$ cat config.mk
export PLATFORM = sky130hd
export DESIGN_NAME = subtractive_keystream_xor_cipher_core_flat
export DESIGN_NICKNAME = d
export VERILOG_FILES = /design/src/rtl/skxc_pkg.sv /design/src/rtl/skxc_if.sv /design/src/rtl/skxc_ram.sv /design/src/rtl/subtractive_keystream_xor_cipher_core.sv /design/src/flat_wrapper.sv
export SDC_FILE = /design/constraint.sdc
export NUM_CORES = 2
export LEC_CHECK = 0
export BUFFER_PORTS_ARGS = -buffer_cell sky130_fd_sc_hd__buf_2
export CAP_MARGIN = 20
export CELL_PAD_IN_SITES_DETAIL_PLACEMENT = 1
export CELL_PAD_IN_SITES_GLOBAL_PLACEMENT = 1
export CORE_ASPECT_RATIO = 0.8
export CORE_UTILIZATION = 35
export CTS_BUF_LIST = sky130_fd_sc_hd__clkbuf_8 sky130_fd_sc_hd__clkbuf_16
export CTS_CLUSTER_SIZE = 20
export DETAILED_ROUTE_END_ITERATION = 16
export PLACE_DENSITY_LB_ADDON = 0.1
export SLEW_MARGIN = 15
export SYNTH_ARGS = -nofsm -noshare
export SYNTH_HDL_FRONTEND = slang
export SYNTH_SLANG_ARGS = --single-unit
$ cat constraint.sdc
create_clock -name clk -period 15.63 [get_ports clk]
set_input_delay 3.126 -clock clk [delete_from_list [all_inputs] [get_ports clk]]
set_output_delay 3.126 -clock clk [all_outputs]
set_load 0.01 [all_outputs]
$ cat src/rtl/skxc_pkg.sv
`default_nettype none

package skxc_pkg;

  localparam int unsigned WordW = 32;
  localparam int unsigned IdxW  = 6;
  localparam int unsigned TableWords = 55;

  localparam logic [IdxW-1:0] LastIdx    = 6'd54;
  localparam logic [IdxW-1:0] LongLag    = 6'd31;
  localparam logic [IdxW-1:0] ShortLag   = 6'd24;
  localparam logic [IdxW-1:0] SeedStride = 6'd21;

  localparam logic [1:0] RekeyPasses = 2'd3;
  localparam logic [1:0] CryptPasses = 2'd0;

  typedef enum logic {
    OP_REKEY = 1'b0,
    OP_CRYPT = 1'b1
  } op_t;

endpackage

`default_nettype wire

$ cat src/rtl/skxc_if.sv
`default_nettype none

interface skxc_in_if;
  logic                       valid;
  logic                       ready;
  logic [0:0]                 opcode;
  logic [skxc_pkg::WordW-1:0] data_word;
  logic [0:0]                 last_word;

  modport source (output valid, output opcode, output data_word, output last_word,
                  input ready);
  modport sink (input valid, input opcode, input data_word, input last_word,
                output ready);
endinterface

interface skxc_out_if;
  logic                       valid;
  logic                       ready;
  logic [skxc_pkg::WordW-1:0] result_word;
  logic [0:0]                 last_out;

  modport source (output valid, output result_word, output last_out, input ready);
  modport sink (input valid, input result_word, input last_out, output ready);
endinterface

interface skxc_cfg_if;
  logic                       valid;
  logic                       ready;
  logic [skxc_pkg::WordW-1:0] seed_key;

  modport source (output valid, output seed_key, input ready);
  modport sink (input valid, input seed_key, output ready);
endinterface

`default_nettype wire

$ cat src/rtl/skxc_ram.sv
`default_nettype none

module skxc_ram #(
  parameter int unsigned Width = skxc_pkg::WordW,
  parameter int unsigned Depth = skxc_pkg::TableWords,
  localparam int unsigned AddrW = (Depth > 1) ? $clog2(Depth) : 1
) (
  input  logic             clk,
  input  logic             we,
  input  logic [AddrW-1:0] waddr,
  input  logic [Width-1:0] wdata,
  input  logic [AddrW-1:0] raddr_a,
  input  logic [AddrW-1:0] raddr_b,
  output logic [Width-1:0] rdata_a,
  output logic [Width-1:0] rdata_b
);

  logic [Width-1:0] mem_r [Depth];
  logic [Width-1:0] rdata_a_r;
  logic [Width-1:0] rdata_b_r;

  always_ff @(posedge clk) begin
    if (we) begin
      mem_r[waddr] <= wdata;
    end
    rdata_a_r <= mem_r[raddr_a];
    rdata_b_r <= mem_r[raddr_b];
  end

  assign rdata_a = rdata_a_r;
  assign rdata_b = rdata_b_r;

endmodule

`default_nettype wire

$ cat src/rtl/subtractive_keystream_xor_cipher_core.sv
`default_nettype none

// XOR stream cipher fed by a 55-word lagged subtractive generator. The table sits in a
// two-read, one-write RAM and a subtractor walks it under a small sequencer;
// the block takes one transaction at a time. A crypt transaction reads its keystream
// word, posts its result and returns to idle; on the first word after reset or a rekey
// and after every 55th word it first mixes the table once, reading each entry and
// then subtracting and writing it back. A rekey transaction runs the seeding walk over
// all 55 entries, four mixing passes, posts its result (zero) and returns to idle.
// Posting holds while an earlier result still waits in the result register. That
// register lets a new transaction be accepted while a result waits to be taken.
// seed_key may be written at any time the block is idle; until the first rekey the
// keystream comes from the all-zero table.

module subtractive_keystream_xor_cipher_core (
  input  logic        clk,
  input  logic        rst_n,
  skxc_in_if.sink     in_ch,
  skxc_out_if.source  out_ch,
  skxc_cfg_if.sink    cfg_ch
);

  localparam int unsigned WordW = skxc_pkg::WordW;
  localparam int unsigned IdxW  = skxc_pkg::IdxW;

  typedef enum logic [2:0] {
    S_IDLE,
    S_SEED,
    S_MIX_RD,
    S_MIX_WR,
    S_RD,
    S_OUT
  } state_t;

  state_t              state_r;
  skxc_pkg::op_t       op_r;
  logic [WordW-1:0]    data_r;
  logic                last_r;
  logic [WordW-1:0]    seed_key_r;

  logic [IdxW-1:0]     k_r;
  logic [IdxW-1:0]     pos_r;
  logic [WordW-1:0]    prev_r;
  logic [WordW-1:0]    cur_r;

  logic [IdxW-1:0]     mi_r;
  logic [1:0]          pass_r;
  logic [IdxW-1:0]     rd_idx_r;
  logic                mix_pend_r;

  logic                tbl_vld_r [skxc_pkg::TableWords];
  logic                vld_a_r;
  logic                vld_b_r;

  logic                out_vld_r;
  logic [WordW-1:0]    result_r;
  logic                last_out_r;

  logic                we;
  logic [IdxW-1:0]     waddr;
  logic [WordW-1:0]    wdata;
  logic [IdxW-1:0]     raddr_a;
  logic [IdxW-1:0]     raddr_b;
  logic [WordW-1:0]    rdata_a;
  logic [WordW-1:0]    rdata_b;
  logic [WordW-1:0]    rd_a;
  logic [WordW-1:0]    rd_b;
  logic [IdxW-1:0]     mix_other;
  logic [IdxW:0]       pos_sum;
  logic [IdxW:0]       pos_wrap;
  logic [IdxW-1:0]     pos_nxt;
  logic                in_acc;
  logic                out_free;

  assign in_acc   = in_ch.valid && in_ch.ready;
  assign out_free = !out_vld_r || out_ch.ready;

  assign mix_other = (mi_r < skxc_pkg::ShortLag) ? mi_r + skxc_pkg::LongLag
                                                 : mi_r - skxc_pkg::ShortLag;

  assign pos_sum  = {1'b0, pos_r} + {1'b0, skxc_pkg::SeedStride};
  assign pos_wrap = (pos_sum >= (IdxW+1)'(skxc_pkg::TableWords))
                  ? pos_sum - (IdxW+1)'(skxc_pkg::TableWords) : pos_sum;
  assign pos_nxt  = pos_wrap[IdxW-1:0];

  // unwritten entries read as zero
  assign rd_a = vld_a_r ? rdata_a : '0;
  assign rd_b = vld_b_r ? rdata_b : '0;

  assign raddr_a = (state_r == S_RD || state_r == S_OUT) ? rd_idx_r : mi_r;
  assign raddr_b = mix_other;

  always_comb begin
    we    = 1'b0;
    waddr = mi_r;
    wdata = rd_a - rd_b;
    if (state_r == S_SEED) begin
      we = 1'b1;
      if (k_r == '0) begin
        waddr = skxc_pkg::LastIdx;
        wdata = seed_key_r;
      end else begin
        waddr = pos_nxt - IdxW'(1);
        wdata = cur_r;
      end
    end else if (state_r == S_MIX_WR) begin
      we = 1'b1;
    end
  end

  skxc_ram #(
    .Width (WordW),
    .Depth (skxc_pkg::TableWords)
  ) u_table (
    .clk     (clk),
    .we      (we),
    .waddr   (waddr),
    .wdata   (wdata),
    .raddr_a (raddr_a),
    .raddr_b (raddr_b),
    .rdata_a (rdata_a),
    .rdata_b (rdata_b)
  );

  always_ff @(posedge clk) begin
    vld_a_r <= tbl_vld_r[raddr_a];
    vld_b_r <= tbl_vld_r[raddr_b];

    if (!rst_n) begin
      state_r    <= S_IDLE;
      seed_key_r <= '0;
      mix_pend_r <= 1'b1;
      rd_idx_r   <= '0;
      out_vld_r  <= 1'b0;
      for (int i = 0; i < skxc_pkg::TableWords; i++) begin
        tbl_vld_r[i] <= 1'b0;
      end
    end else begin
      if (cfg_ch.valid) begin
        seed_key_r <= cfg_ch.seed_key;
      end
      if (we) begin
        tbl_vld_r[waddr] <= 1'b1;
      end
      if (out_vld_r && out_ch.ready && state_r != S_OUT) begin
        out_vld_r <= 1'b0;
      end

      unique case (state_r)
        S_IDLE: begin
          if (in_acc) begin
            op_r   <= skxc_pkg::op_t'(in_ch.opcode);
            data_r <= in_ch.data_word;
            last_r <= in_ch.last_word[0];
            if (skxc_pkg::op_t'(in_ch.opcode) == skxc_pkg::OP_REKEY) begin
              k_r     <= '0;
              pos_r   <= '0;
              prev_r  <= seed_key_r;
              cur_r   <= WordW'(1);
              state_r <= S_SEED;
            end else if (mix_pend_r) begin
              mi_r    <= '0;
              pass_r  <= skxc_pkg::CryptPasses;
              state_r <= S_MIX_RD;
            end else begin
              state_r <= S_RD;
            end
          end
        end
        S_SEED: begin
          if (k_r != '0) begin
            pos_r  <= pos_nxt;
            prev_r <= cur_r;
            cur_r  <= prev_r - cur_r;
          end
          k_r <= k_r + IdxW'(1);
          if (k_r == skxc_pkg::LastIdx) begin
            mi_r       <= '0;
            pass_r     <= skxc_pkg::RekeyPasses;
            mix_pend_r <= 1'b1;
            state_r    <= S_MIX_RD;
          end
        end
        S_MIX_RD: begin
          state_r <= S_MIX_WR;
        end
        S_MIX_WR: begin
          if (mi_r == skxc_pkg::LastIdx) begin
            mi_r <= '0;
            if (pass_r != '0) begin
              pass_r  <= pass_r - 2'd1;
              state_r <= S_MIX_RD;
            end else if (op_r == skxc_pkg::OP_REKEY) begin
              state_r <= S_OUT;
            end else begin
              mix_pend_r <= 1'b0;
              rd_idx_r   <= '0;
              state_r    <= S_RD;
            end
          end else begin
            mi_r    <= mi_r + IdxW'(1);
            state_r <= S_MIX_RD;
          end
        end
        S_RD: begin
          state_r <= S_OUT;
        end
        S_OUT: begin
          if (out_free) begin
            out_vld_r  <= 1'b1;
            last_out_r <= last_r;
            if (op_r == skxc_pkg::OP_CRYPT) begin
              result_r <= data_r ^ rd_a;
              if (rd_idx_r == skxc_pkg::LastIdx) begin
                mix_pend_r <= 1'b1;
              end else begin
                rd_idx_r <= rd_idx_r + IdxW'(1);
              end
            end else begin
              result_r <= '0;
            end
            state_r <= S_IDLE;
          end
        end
        default: begin
          state_r <= S_IDLE;
        end
      endcase
    end
  end

  assign in_ch.ready        = (state_r == S_IDLE);
  assign cfg_ch.ready       = 1'b1;
  assign out_ch.valid       = out_vld_r;
  assign out_ch.result_word = result_r;
  assign out_ch.last_out    = last_out_r;

endmodule

`default_nettype wire
$ cat src/flat_wrapper.sv
// flat-port wrapper written by rule: the top's interface ports become plain ports
module subtractive_keystream_xor_cipher_core_flat 
  (clk, rst_n, in_ch_valid, in_ch_opcode, in_ch_data_word, in_ch_last_word, in_ch_ready, out_ch_valid, out_ch_result_word, out_ch_last_out, out_ch_ready, cfg_ch_valid, cfg_ch_seed_key, cfg_ch_ready);
  skxc_in_if in_ch_i ();
  skxc_out_if out_ch_i ();
  skxc_cfg_if cfg_ch_i ();
  input  logic clk;
  input  logic rst_n;
  input wire logic [$bits(in_ch_i.valid)-1:0] in_ch_valid;
  input wire logic [$bits(in_ch_i.opcode)-1:0] in_ch_opcode;
  input wire logic [$bits(in_ch_i.data_word)-1:0] in_ch_data_word;
  input wire logic [$bits(in_ch_i.last_word)-1:0] in_ch_last_word;
  output wire logic [$bits(in_ch_i.ready)-1:0] in_ch_ready;
  output wire logic [$bits(out_ch_i.valid)-1:0] out_ch_valid;
  output wire logic [$bits(out_ch_i.result_word)-1:0] out_ch_result_word;
  output wire logic [$bits(out_ch_i.last_out)-1:0] out_ch_last_out;
  input wire logic [$bits(out_ch_i.ready)-1:0] out_ch_ready;
  input wire logic [$bits(cfg_ch_i.valid)-1:0] cfg_ch_valid;
  input wire logic [$bits(cfg_ch_i.seed_key)-1:0] cfg_ch_seed_key;
  output wire logic [$bits(cfg_ch_i.ready)-1:0] cfg_ch_ready;
  assign in_ch_i.valid = in_ch_valid;
  assign in_ch_i.opcode = in_ch_opcode;
  assign in_ch_i.data_word = in_ch_data_word;
  assign in_ch_i.last_word = in_ch_last_word;
  assign in_ch_ready = in_ch_i.ready;
  assign out_ch_valid = out_ch_i.valid;
  assign out_ch_result_word = out_ch_i.result_word;
  assign out_ch_last_out = out_ch_i.last_out;
  assign out_ch_i.ready = out_ch_ready;
  assign cfg_ch_i.valid = cfg_ch_valid;
  assign cfg_ch_i.seed_key = cfg_ch_seed_key;
  assign cfg_ch_ready = cfg_ch_i.ready;
  subtractive_keystream_xor_cipher_core u_core (.clk(clk), .rst_n(rst_n), .in_ch(in_ch_i), .out_ch(out_ch_i), .cfg_ch(cfg_ch_i));
endmodule
==> metrics <==
Max Root-Sink Buffers=4; initial antenna violation count=15; HPWL after detailed placement=220000 µm; Flop pwr share=37.6%; all-layer global routing usage=25.5%; critical path arrival=7.31 ns; Internal=15.5 mW; Peak VDD IR=0.000627 V; DR iter-0 viols=6881; top-area cell type share of the netlist area=57.8%; share of layout cells above drive strength 1=25.9%; Multi-input gate area=37300 µm²; fillers=27812; leak pwr=36.4 nW; via-per-instance ratio=6.08; worst reg2reg startpoint=u_core.pos_r[0]; CTS HTree Levels=4; Hold Crit Class=reg -> reg; crit path max fanout=19; Synth area leaders=edfxtp_1 58%, mux4_2 20%, dfxtp_1 3.5%; Max-Cap Viols=0; clk_skew=0.0702 ns; clock share of power=21.6%; largest net degree at the start of global routing=104; mean area per synthesized cell=15.8 µm²; min Tclk post-route=6.80 ns; Worst Setup SP=u_core.pos_r[0]; CTS tree=done; synthesized net count=6457; Syn. warnings=0; nets=6525; Skew-Pair Late Insertion Delay=0.92 ns; sum of negative setup slack=0 ns; Crit. End Element=register; TritonCTS buffer count=229; drt total wl=369000 µm; vias in the first global route=64293; count leader, synth=edfxtp_1; Ports=107; Seq. cell area=60900 µm²; Sw Share=39.3%; Finish-stage setup viols=0; flops & latches, synth=2084; sequential area share after synthesis=61.2%; vias=62946; worst-margin pin slew=1.19 ns; RSZ-0062 raised after global routing=no; Post-CTS Setup Inserts=0; Gate power share=40.8%; area grow syn2layout=13.6%; CP startpoint kind=register; remaining global-route overflow=0; Worst-path clk slew=0.06 ns; worst r2r path cells=19; DR DRC count=0; Synth area leader=edfxtp_1; Final GP Congestion=0.805; dominant synthesized flop cell=edfxtp_1; Critical path destination=u_core.u_table.mem_r[41][25]; Post-DRT Antenna Nets=0; Floorplan Core Area=282000 µm²; DR WL/cell=35.6 µm; Mapped Area=99400 µm²; hold buffer count at CTS=0; Initial Utilization=35.3%; root buf cell=clkbuf_16; sw power=10.0 mW; EDFF count, synth=1911; Worst EP required=16.14 ns; slew margin rel.=20.7%; clk sinks=2084; # rows=174; ys async rst share=0%; synth cell count leaders=1911 x edfxtp_1, 889 x mux4_2, 848 x nand2_1; status=completed; wire length of the first global-routing pass=517000 µm; Die X=598 µm; R2R setup slack=8.83 ns; Hold Vio Cnt, Final=0; die area=286000 µm²; PortBufs=105; reg2reg end=u_core.u_table.mem_r[41][25]; Worst Path Class, Setup=reg -> reg; pwr/cell area=226 nW/µm²; height of the chip=479 µm; cts repair resizes=0; Util after Layout=40.1%; DR pass1 iterations=8; Mapped Cells=6307; final worst-path cycle share=43.5%; Distinct cells, synth=92; Max Slew Vio Count=0; Fmax achieved=147 MHz
-- per-stage QoR --
stage | hold WS, ns | cells | instance area [µm²] | worst slack (ns) | power [mW]
after floorplan | 0.400 | 6307 | 99400 | 8.00 | 15.7
after global placement | 0.427 | 9927 | 105000 | 8.97 | 20.0
after detailed placement | 0.439 | 9928 | 105000 | 8.89 | 20.2
after CTS | 0.454 | 10347 | 113000 | 8.86 | 25.7
after global routing | 0.468 | 10349 | 113000 | 8.46 | 26.5
final | 0.455 | 10351 | 113000 | 8.83 | 25.5
-- power by group through the flow --
| stage | combinational [mW] | sequential [mW] | clock, mW |
|---|---|---|---|
| global placement | 10.3 | 9.71 | 0 |
| floorplan | 5.92 | 9.74 | 0 |
| CTS | 10.5 | 9.60 | 5.63 |
| global route | 11.1 | 9.62 | 5.82 |
| detailed placement | 10.5 | 9.72 | 0 |
| finish | 10.4 | 9.60 | 5.52 |
-- layout by cell type, fill, tap and decap left out, drive strengths merged, types with 115 or more instances in the layout --
| master | n |
|---|---|
| nor2 | 194 |
| a211oi | 222 |
| edfxtp | 1911 |
| buf | 321 |
| a31oi | 172 |
| clkbuf | 246 |
| nand2 | 849 |
| nand3 | 137 |
| a21oi | 187 |
| inv | 115 |
| dfxtp | 173 |
| and2 | 217 |
| o21ai | 180 |
| mux4 | 889 |
-- worst max-delay path: stages (launching register included) --
cell       delay (ns)
edfxtp_1         0.69
inv_1            0.17
ha_1             0.37
a21bo_2          0.27
a2bb2oi_2        0.24
nand3_4          0.12
a31oi_2          0.33
and2_1           0.35
nor2_1           0.09
xor2_1           0.24
ha_1             0.25
inv_1            0.06
a211o_1          0.24
a211oi_2         0.22
mux2i_1          0.14
o21ai_2          0.08
buf_4            0.30
nand3_1          0.67
nor2_4           0.93
buf_4            0.53
-- registers in the layout (all words and copies together) (netlist names) --
| register | cells |
|---|---|
| u_core.u_table.rdata_b | 32 |
| u_core.state_r | 3 |
| u_core.u_table.rdata_a | 32 |
| u_core.prev_r | 32 |
| u_core.vld_a_r | 1 |
| u_core.out_ch.last_out | 1 |
| u_core.k_r | 6 |
| u_core.out_ch.valid | 1 |
| u_core.last_r | 1 |
| u_core.pass_r | 2 |
| u_core.u_table.mem_r | 1760 |
| u_core.mi_r | 6 |
| u_core.mix_pend_r | 1 |
| u_core.data_r | 32 |
| u_core.rd_idx_r | 6 |
| u_core.op_r | 1 |
| u_core.seed_key_r | 32 |
| u_core.cur_r | 32 |
| u_core.tbl_vld_r | 64 |
| u_core.out_ch.result_word | 32 |
| u_core.vld_b_r | 1 |
| u_core.pos_r | 6 |
-- per-layer routing --
| layer | GRT usage [%] | part of all wire [%] | up-vias |
|---|---|---|---|
| met5 | 0 | 0.011 | - |
| met4 | 6.78 | 2.7 | 6 |
| met3 | 4.45 | 6.9 | 426 |
| met2 | 38.7 | 45 | 2540 |
| met1 | 37.8 | 46 | 34509 |
| li1 | - | - | 25465 |
-- cell families (layout without fill, tap and decap cells) --
| logic type | after synthesis | after routing | synth area share (%) |
|---|---|---|---|
| multiplexers | 951 | 951 | 20.8 |
| AND/OR/NAND/NOR | 1547 | 1547 | 7.10 |
| buffers and inverters | 545 | 801 | 2.26 |
| flip-flops | 2084 | 2084 | 61.2 |
| other | 1 | 5 | 0.00377 |
| AO/OA/AOI/OAI | 993 | 993 | 6.63 |
| XOR/XNOR | 107 | 107 | 0.980 |
| adder cells (fa/ha/maj) | 79 | 79 | 1.01 |
-- worst min-delay path by stage --
stage / slack, ns / start / depth (start not counted) / to
after floorplan: 0.40 / u_core.last_r / 0 / u_core.out_ch.last_out
after global placement: 0.43 / u_core.tbl_vld_r[55] / 1 / u_core.tbl_vld_r[55]
after detailed placement: 0.44 / u_core.tbl_vld_r[63] / 1 / u_core.tbl_vld_r[63]
after CTS: 0.45 / u_core.tbl_vld_r[63] / 1 / u_core.tbl_vld_r[63]
after global routing: 0.47 / u_core.tbl_vld_r[63] / 1 / u_core.tbl_vld_r[63]
final: 0.46 / u_core.tbl_vld_r[63] / 1 / u_core.tbl_vld_r[63]
-- layout make-up --
cell class | count | area share, %
Inverter | 61 | 0.203
Timing Repair Buffer | 321 | 2.04
Multi-Input combinational cell | 3678 | 33.0
Antenna cell | 4 | 0.00887
Tap cell | 3784 | 4.19
Sequential cell | 2084 | 53.9
Clock buffer | 246 | 5.35
Clock inverter | 173 | 1.30
Power figures use the tool's default switching activity.
